[src/sv/gett_pkg.sv]
// Shared constants, register codes and stage payload types for the turn tracker.
package gett_pkg;

   localparam int READING_BITS  = 16;
   localparam int FRACTION_BITS = 16;
   localparam int LENGTH_BITS   = 17;
   localparam int DPC_BITS      = 32;
   localparam int MODE_BITS     = 2;
   localparam int TURN_BITS     = 32;
   localparam int SEL_BITS      = 64;
   localparam int CSR_INDEX_BITS = 2;
   localparam int CSR_DATA_BITS = 32;
   localparam int REQ_DATA_BITS = 16;
   localparam int RSP_DATA_BITS = 128;

   // 360 fits in 9 integer bits
   localparam int FRAC_BITS    = 9 + FRACTION_BITS;
   localparam int DIFF_BITS    = LENGTH_BITS + 2;
   localparam int DELTA_BITS   = LENGTH_BITS + 1;
   localparam int PRODUCT_BITS = DELTA_BITS + DPC_BITS + 1;
   localparam int SUM_BITS     = PRODUCT_BITS + 1;

   localparam logic [FRAC_BITS-1:0] FULL_TURN = FRAC_BITS'(64'd360 << FRACTION_BITS);

   localparam logic [CSR_INDEX_BITS-1:0] CSR_ENCODER_LENGTH    = 2'd0;
   localparam logic [CSR_INDEX_BITS-1:0] CSR_DEGREES_PER_COUNT = 2'd1;
   localparam logic [CSR_INDEX_BITS-1:0] CSR_ANGLE_MODE        = 2'd2;

   localparam logic [MODE_BITS-1:0] MODE_RAW   = 2'd0;
   localparam logic [MODE_BITS-1:0] MODE_TURN  = 2'd1;
   localparam logic [MODE_BITS-1:0] MODE_TOTAL = 2'd2;

   localparam logic [LENGTH_BITS-1:0] LENGTH_RESET = 17'd8192;
   localparam logic [DPC_BITS-1:0]    DPC_RESET    = 32'd2880;
   localparam logic [MODE_BITS-1:0]   MODE_RESET   = MODE_TURN;

   typedef struct packed {
      logic                           first;
      logic [READING_BITS-1:0]        reading;
      logic signed [DELTA_BITS-1:0]   delta;
   } delta_item_type;

   typedef struct packed {
      logic                    first;
      logic [READING_BITS-1:0] reading;
      logic [FRAC_BITS-1:0]    frac;
      logic [TURN_BITS-1:0]    turns;
   } track_item_type;

endpackage

[src/sv/gett_accum.sv]
// Scale stage and angle accumulator with wrap into one turn and turn counting.
module gett_accum
   import gett_pkg::*;
(
   input  logic                  clock,
   input  logic                  reset,
   input  logic [DPC_BITS-1:0]   degrees_per_count,
   input  logic                  in_valid,
   output logic                  in_ready,
   input  delta_item_type        in_item,
   output logic                  out_valid,
   input  logic                  out_ready,
   output track_item_type        out_item
);

   logic                           c_valid_ff;
   logic                           c_first_ff;
   logic [READING_BITS-1:0]        c_reading_ff;
   logic signed [PRODUCT_BITS-1:0] c_product_ff;
   logic signed [PRODUCT_BITS-1:0] product_in;
   logic signed [DPC_BITS:0]       dpc_s;

   logic                           d_valid_ff;
   track_item_type                 track_ff;
   track_item_type                 track_in;

   logic                           c_load;
   logic                           d_load;

   logic signed [SUM_BITS-1:0]     sum;
   logic signed [SUM_BITS-1:0]     wrapped;
   logic signed [SUM_BITS-1:0]     full_s;
   logic signed [SUM_BITS-1:0]     frac_s;

   assign d_load   = !d_valid_ff || out_ready;
   assign c_load   = !c_valid_ff || d_load;
   assign in_ready = c_load;

   assign dpc_s      = signed'({1'b0, degrees_per_count});
   assign product_in = in_item.delta * dpc_s;

   always_ff @(posedge clock) begin
      if (reset) begin
         c_valid_ff <= 1'b0;
      end else if (c_load) begin
         c_valid_ff <= in_valid;
      end
      if (c_load && in_valid) begin
         c_first_ff   <= in_item.first;
         c_reading_ff <= in_item.reading;
         c_product_ff <= product_in;
      end
   end

   assign full_s = signed'({(SUM_BITS-FRAC_BITS)'(0), FULL_TURN});
   assign frac_s = signed'({(SUM_BITS-FRAC_BITS)'(0), track_ff.frac});
   assign sum    = SUM_BITS'(c_product_ff) + frac_s;

   always_comb begin
      track_in.first   = c_first_ff;
      track_in.reading = c_reading_ff;
      track_in.turns   = track_ff.turns;
      wrapped          = sum;
      if (sum >= full_s) begin
         wrapped        = sum - full_s;
         track_in.turns = track_ff.turns + TURN_BITS'(1);
      end else if (sum < 0) begin
         wrapped        = sum + full_s;
         track_in.turns = track_ff.turns - TURN_BITS'(1);
      end
      // steps larger than one turn saturate
      if (wrapped < 0) begin
         track_in.frac = '0;
      end else if (wrapped >= full_s) begin
         track_in.frac = FULL_TURN - FRAC_BITS'(1);
      end else begin
         track_in.frac = wrapped[FRAC_BITS-1:0];
      end
      if (c_first_ff) begin
         track_in.frac  = '0;
         track_in.turns = '0;
      end
   end

   always_ff @(posedge clock) begin
      if (reset) begin
         d_valid_ff <= 1'b0;
      end else if (d_load) begin
         d_valid_ff <= c_valid_ff;
      end
      if (d_load && c_valid_ff) begin
         track_ff <= track_in;
      end
   end

   assign out_valid = d_valid_ff;
   assign out_item  = track_ff;

endmodule

[src/sv/geared_encoder_turn_tracker_unit.sv]
// Top level: multi-turn output shaft angle tracker for a geared rotor encoder.
//
// req_* carries one raw encoder reading per transaction; rsp_* returns one
// result per reading, in order. csr_* writes the configuration registers
// (0 encoder length, 1 degrees per count, 2 angle mode); it is always ready.
// It must be written only while no reading is in flight; the block does not enforce this.
// The first reading after reset only seeds the tracker and is flagged in
// rsp_tuser; later readings unwrap the shortest encoder delta, scale it and
// accumulate the shaft angle and the signed turn count.
// Five register stages: input register, wrapped delta, 18x33 scale multiply,
// accumulate/wrap, output select, in that order from req to rsp.
// Throughput is one reading per cycle while rsp_tready is high; the accumulator loop is a single
// add-and-wrap stage, so readings may arrive back to back.
// Reset clears all stage valids and restores the register defaults
// (length 8192, 2880 per count, mode 1) and arms the first-reading seed.
// When rsp_tready is low each occupied stage holds; req_tready stays high until every
// stage between the ports is occupied.
module geared_encoder_turn_tracker_unit
   import gett_pkg::*;
(
   input  logic                      clock,
   input  logic                      reset,
   input  logic                      req_tvalid,
   output logic                      req_tready,
   input  logic [REQ_DATA_BITS-1:0]  req_tdata,   // [15:0] encoder_angle
   output logic                      rsp_tvalid,
   input  logic                      rsp_tready,
   output logic [RSP_DATA_BITS-1:0]  rsp_tdata,   // [24:0] angle_in_turn, [56:25] turn_count,
                                                  // [120:57] selected_angle, rest zero
   output logic                      rsp_tuser,   // [0] first_sample
   input  logic                      csr_valid,
   output logic                      csr_ready,
   input  logic [CSR_INDEX_BITS-1:0] csr_index,
   input  logic [CSR_DATA_BITS-1:0]  csr_data
);

   logic [LENGTH_BITS-1:0]   length_ff;
   logic [DPC_BITS-1:0]      dpc_ff;
   logic [MODE_BITS-1:0]     mode_ff;

   logic                     first_ff;
   logic [READING_BITS-1:0]  prev_ff;

   logic                     a_valid_ff;
   logic                     a_first_ff;
   logic [READING_BITS-1:0]  a_reading_ff;
   logic [READING_BITS-1:0]  a_prev_ff;

   logic                     b_valid_ff;
   delta_item_type           b_item_ff;
   delta_item_type           b_item_in;

   logic                     acc_ready;
   logic                     acc_valid;
   track_item_type           acc_item;

   logic                     e_valid_ff;
   logic                     e_first_ff;
   logic [FRAC_BITS-1:0]     e_frac_ff;
   logic [TURN_BITS-1:0]     e_turns_ff;
   logic [SEL_BITS-1:0]      e_sel_ff;
   logic [SEL_BITS-1:0]      sel_in;
   logic [SEL_BITS-1:0]      turns_x;
   logic [SEL_BITS-1:0]      turns_360;

   logic                     a_load;
   logic                     b_load;
   logic                     e_load;
   logic                     req_fire;

   logic signed [DIFF_BITS-1:0] diff;
   logic signed [DIFF_BITS-1:0] twice;
   logic signed [DIFF_BITS-1:0] len_s;
   logic signed [DIFF_BITS-1:0] delta_wide;

   assign csr_ready = 1'b1;

   always_ff @(posedge clock) begin
      if (reset) begin
         length_ff <= LENGTH_RESET;
         dpc_ff    <= DPC_RESET;
         mode_ff   <= MODE_RESET;
      end else if (csr_valid) begin
         case (csr_index)
            CSR_ENCODER_LENGTH:    length_ff <= csr_data[LENGTH_BITS-1:0];
            CSR_DEGREES_PER_COUNT: dpc_ff    <= csr_data[DPC_BITS-1:0];
            CSR_ANGLE_MODE:        mode_ff   <= csr_data[MODE_BITS-1:0];
            default: ;
         endcase
      end
   end

   assign e_load     = !e_valid_ff || rsp_tready;
   assign b_load     = !b_valid_ff || acc_ready;
   assign a_load     = !a_valid_ff || b_load;
   assign req_tready = a_load;
   assign req_fire   = req_tvalid && a_load;

   always_ff @(posedge clock) begin
      if (reset) begin
         a_valid_ff <= 1'b0;
         first_ff   <= 1'b1;
      end else begin
         if (a_load) begin
            a_valid_ff <= req_tvalid;
         end
         if (req_fire) begin
            first_ff <= 1'b0;
         end
      end
      if (req_fire) begin
         a_first_ff   <= first_ff;
         a_reading_ff <= req_tdata[READING_BITS-1:0];
         a_prev_ff    <= prev_ff;
         prev_ff      <= req_tdata[READING_BITS-1:0];
      end
   end

   // shortest wrapped delta; exactly half a turn counts positive
   assign diff  = signed'({(DIFF_BITS-READING_BITS)'(0), a_reading_ff})
                - signed'({(DIFF_BITS-READING_BITS)'(0), a_prev_ff});
   assign twice = diff <<< 1;
   assign len_s = signed'({(DIFF_BITS-LENGTH_BITS)'(0), length_ff});

   always_comb begin
      delta_wide = diff;
      if (diff >= 0) begin
         if (twice > len_s) begin
            delta_wide = diff - len_s;
         end
      end else if (twice <= -len_s) begin
         delta_wide = diff + len_s;
      end
      b_item_in.first   = a_first_ff;
      b_item_in.reading = a_reading_ff;
      b_item_in.delta   = delta_wide[DELTA_BITS-1:0];
   end

   always_ff @(posedge clock) begin
      if (reset) begin
         b_valid_ff <= 1'b0;
      end else if (b_load) begin
         b_valid_ff <= a_valid_ff;
      end
      if (b_load && a_valid_ff) begin
         b_item_ff <= b_item_in;
      end
   end

   gett_accum u_accum (
      .clock             (clock),
      .reset             (reset),
      .degrees_per_count (dpc_ff),
      .in_valid          (b_valid_ff),
      .in_ready          (acc_ready),
      .in_item           (b_item_ff),
      .out_valid         (acc_valid),
      .out_ready         (e_load),
      .out_item          (acc_item)
   );

   // 360 = 256 + 64 + 32 + 8
   assign turns_x   = SEL_BITS'(signed'(acc_item.turns));
   assign turns_360 = (turns_x << 8) + (turns_x << 6) + (turns_x << 5) + (turns_x << 3);

   always_comb begin
      case (mode_ff)
         MODE_RAW:   sel_in = SEL_BITS'(acc_item.reading);
         MODE_TURN:  sel_in = SEL_BITS'(acc_item.frac);
         MODE_TOTAL: sel_in = (turns_360 << FRACTION_BITS) + SEL_BITS'(acc_item.frac);
         default:    sel_in = '0;
      endcase
   end

   always_ff @(posedge clock) begin
      if (reset) begin
         e_valid_ff <= 1'b0;
      end else if (e_load) begin
         e_valid_ff <= acc_valid;
      end
      if (e_load && acc_valid) begin
         e_first_ff <= acc_item.first;
         e_frac_ff  <= acc_item.frac;
         e_turns_ff <= acc_item.turns;
         e_sel_ff   <= sel_in;
      end
   end

   assign rsp_tvalid = e_valid_ff;
   assign rsp_tuser  = e_first_ff;
   assign rsp_tdata  = {(RSP_DATA_BITS-SEL_BITS-TURN_BITS-FRAC_BITS)'(0),
                        e_sel_ff, e_turns_ff, e_frac_ff};

endmodule

[config.mk]
export PLATFORM = sky130hd
export DESIGN_NAME = geared_encoder_turn_tracker_unit
export DESIGN_NICKNAME = d
export VERILOG_FILES = /design/src/sv/gett_pkg.sv /design/src/sv/gett_accum.sv /design/src/sv/geared_encoder_turn_tracker_unit.sv
export SDC_FILE = /design/constraint.sdc
export NUM_CORES = 2
export LEC_CHECK = 0
export BUFFER_PORTS_ARGS = -buffer_cell sky130_fd_sc_hd__buf_4
export CORE_MARGIN = 8
export CORE_UTILIZATION = 55
export DETAILED_ROUTE_END_ITERATION = 6
export PLACE_DENSITY = 0.74
export SLEW_MARGIN = 20
export SYNTH_ARGS = -nofsm -noshare
export SYNTH_HDL_FRONTEND = slang
export SYNTH_SLANG_ARGS = --single-unit
[constraint.sdc]
create_clock -name clock -period 21.5 [get_ports clock]
set_input_delay 1.075 -clock clock [delete_from_list [all_inputs] [get_ports clock]]
set_output_delay 1.075 -clock clock [all_outputs]
set_load 0.05 [all_outputs]
==> metrics <==
status=finished with violations; failing checks=design-rule violations; GRT Util Overall=24.31%; CP Launch Type=flip-flop; Net count, final=5711; final setup vio count=0; Fin. Hold Viols=0; Mapped Area=44080 um2; endpoint type of the worst setup path=flip-flop; initial DRC count=2462; share of the synthesized area in the top cell type=24.80%; largest net degree at the start of global routing=77; Seq/Total Area, Yosys=24.94%; clock transition at the registers of the reported paths=0.06 ns; initial core utilization=55.17%; Post-DP HPWL=85.47 mm; # DRC=1; Antenna Violating Nets Remaining=0; Synth warnings=0; number of buffers created by CTS=44; WP buf/inv=2; distinct cell type count after synthesis=98; top_reg_cell synth=edfxtp_1; worst vdd ir=156.7 uV; layout cells sized above 1=7.402%; Setup TNS=0 ns; Skew-Pair Late Insertion Delay=0.59 ns; gpl congestion=0.9407; RSZ-0062 raised after global routing=no; Port Buffers=178; Max Buffers Root-to-Sink=3; IO Pins=187; Clock Sinks=385; Layout area overhead=8.590%; Post-Place Worst Slack=12.16 ns; Design Area, Final=47860 um2; Worst Skew=0.02241 ns; Critical R2R Launch=u_accum.out_item[32]; Crit Path Class=reg -> reg; filler cell count=6831; Post-synth top cells=nand2_1, inv_1, fa_1; CP top delay family=compound AO/OA/AOI/OAI gates; final period utilization=44.61%; row count=104; CP startpoint=u_accum.out_item[32]; count leader, synth=nand2_1; Final Util=59.91%; Slew @ Worst Pin=1.034 ns; Die Wd=299.1 um; Hold Crit Class=reg -> reg; Critical Path Most Common Cell=o21ai_0; Max-slew headroom=31.02%; die height=299.1 um; Required @ worst endpoint=21.83 ns; Slowest cell on crit path=a221oi_1; detail-routed via count per cell=5.733; static leakage=21.26 nW; core area=79900 um2; vias in the first global route=34122; CP Max Fanout=43; Synth area leader=fa_1; first-pass GRT wire length=178.8 mm; flops & latches, synth=385; CTS Hold Bufs=0; Post-synth EDFFs=328; Slew Viols, Final=0; maxcap violations=0; GR Overflow Total=0; TritonCTS clock tree=done; DR WL/cell=18.70 um; hold path startpoint=u_accum.c_reading_ff[1]; Area contributors post-synth=fa_1, edfxtp_1, ha_1, nand2_1, inv_1; Avg Inst Size Synth=9.384 um2; Mapped Cells=4697; Max Freq=104.3 MHz; Min Hold Slack=0.4158 ns; final wirelength=109.5 mm; CTS HTree Levels=2; First-pass DRT Iterations=7; root buffer cell=clkbuf_16; setup ws final=11.91 ns; arrival time worst endpoint=9.92 ns; CP peak stage delay=0.78 ns; fin crit period=9.591 ns; Post-synth ARST share=0%; Pwr per Cell Area=105.4 nW/um2; Post-CTS Setup Inserts=0; vias post-DR=33570; DIE AREA=89450 um2; placed cell areas=46310 um2; CTS resizes=0; initial antenna violation count=1; ANT cells=0
==> cell usage in the layout, fill, tap and decap left out, types with 67 or more instances in the layout <==
cell type / n
nor3_1: 95
xor2_1: 74
nand2_1: 687
buf_4: 221
and2_1: 162
nor2_1: 207
fa_1: 546
o21ai_0: 119
edfxtp_1: 328
a21o_1: 67
ha_1: 350
inv_1: 674
xnor2_1: 134
a21oi_1: 253
==> flip-flops by register name, indices dropped and copies added (netlist names) <==
register              cells
b_valid_ff                1
a_valid_ff                1
b_item_ff                35
u_accum.c_product_ff     51
dpc_ff                   32
u_accum.out_item         74
u_accum.c_valid_ff        1
mode_ff                   2
e_turns_ff               32
u_accum.out_valid         1
first_ff                  1
rsp_tvalid                1
e_sel_ff                 60
u_accum.c_first_ff        1
u_accum.c_reading_ff     16
rsp_tuser                 1
a_prev_ff                16
a_reading_ff             16
e_frac_ff                25
length_ff                17
a_first_ff                1
==> metal layers <==
layer | part of all wire, % | wire length, um | track usage [%]
met5 | 0 | 0 | 0
met4 | 3.3 | 3591 | 7.369
met3 | 7.7 | 8453 | 4.595
met2 | 47 | 51320 | 40.39
met1 | 42 | 46120 | 32.35
==> report_power, final <==
part | internal, mW | total (mW) | switching (mW)
Sequential | 0.974 | 1.03 | 0.0567
Combinational | 1.34 | 3.25 | 1.91
Clock | 0.434 | 0.760 | 0.325
Total | 2.75 | 5.04 | 2.29
==> cell type report <==
class | count | area, um2 | area share (%)
timing repair buffer | 224 | 1729 | 3.613
multi-input combinational | 3430 | 29800 | 62.27
clock buffer | 49 | 1171 | 2.447
inverter | 675 | 2534 | 5.294
tap | 1060 | 1326 | 2.771
sequential | 385 | 10990 | 22.96
clock inverter | 33 | 307.8 | 0.6431
==> worst reg2reg max path, delay by kind of cell, from the launching register on <==
family / cells / cell delay (ns)
buffers and inverters: 2 / 0.55
xor gates and xnor gates: 2 / 0.35
adders and majority gates: 4 / 1.41
and+or+nand+nor: 7 / 1.44
DFF: 1 / 0.43
AOI/OAI and AO/OA: 19 / 5.19
==> kinds of logic after synthesis <==
group | count (synthesis) | synth area share (%)
and+or+nand+nor | 1522 | 16.40
adders and majority gates | 896 | 34.73
AOI/OAI and AO/OA | 765 | 11.35
DFF | 385 | 24.94
buffers and inverters | 888 | 7.713
xor gates and xnor gates | 208 | 4.133
muxes | 31 | 0.7154
other | 2 | 0.01704
==> metrics by stage <==
| stage | std cells | total power [mW] |
|---|---|---|
| 2_1_floorplan | 4703 | 3.515 |
| 3_3_place_gp | 5771 | 4.181 |
| 3_5_place_dp | 5771 | 4.248 |
| 4_1_cts | 5853 | 5.043 |
| 5_1_grt | 5856 | 5.494 |
| 6_report | 5856 | 5.043 |
==> final timing paths <==
path	cells past startpoint	slack [ns]	end
worst max-delay path	34	11.91	u_accum.out_item[30]
worst min-delay path	0	0.42	u_accum.out_item[58]
worst min register to register	0	0.42	u_accum.out_item[58]
worst max register to register	34	11.91	u_accum.out_item[30]
Power figures use the tool's default switching activity.
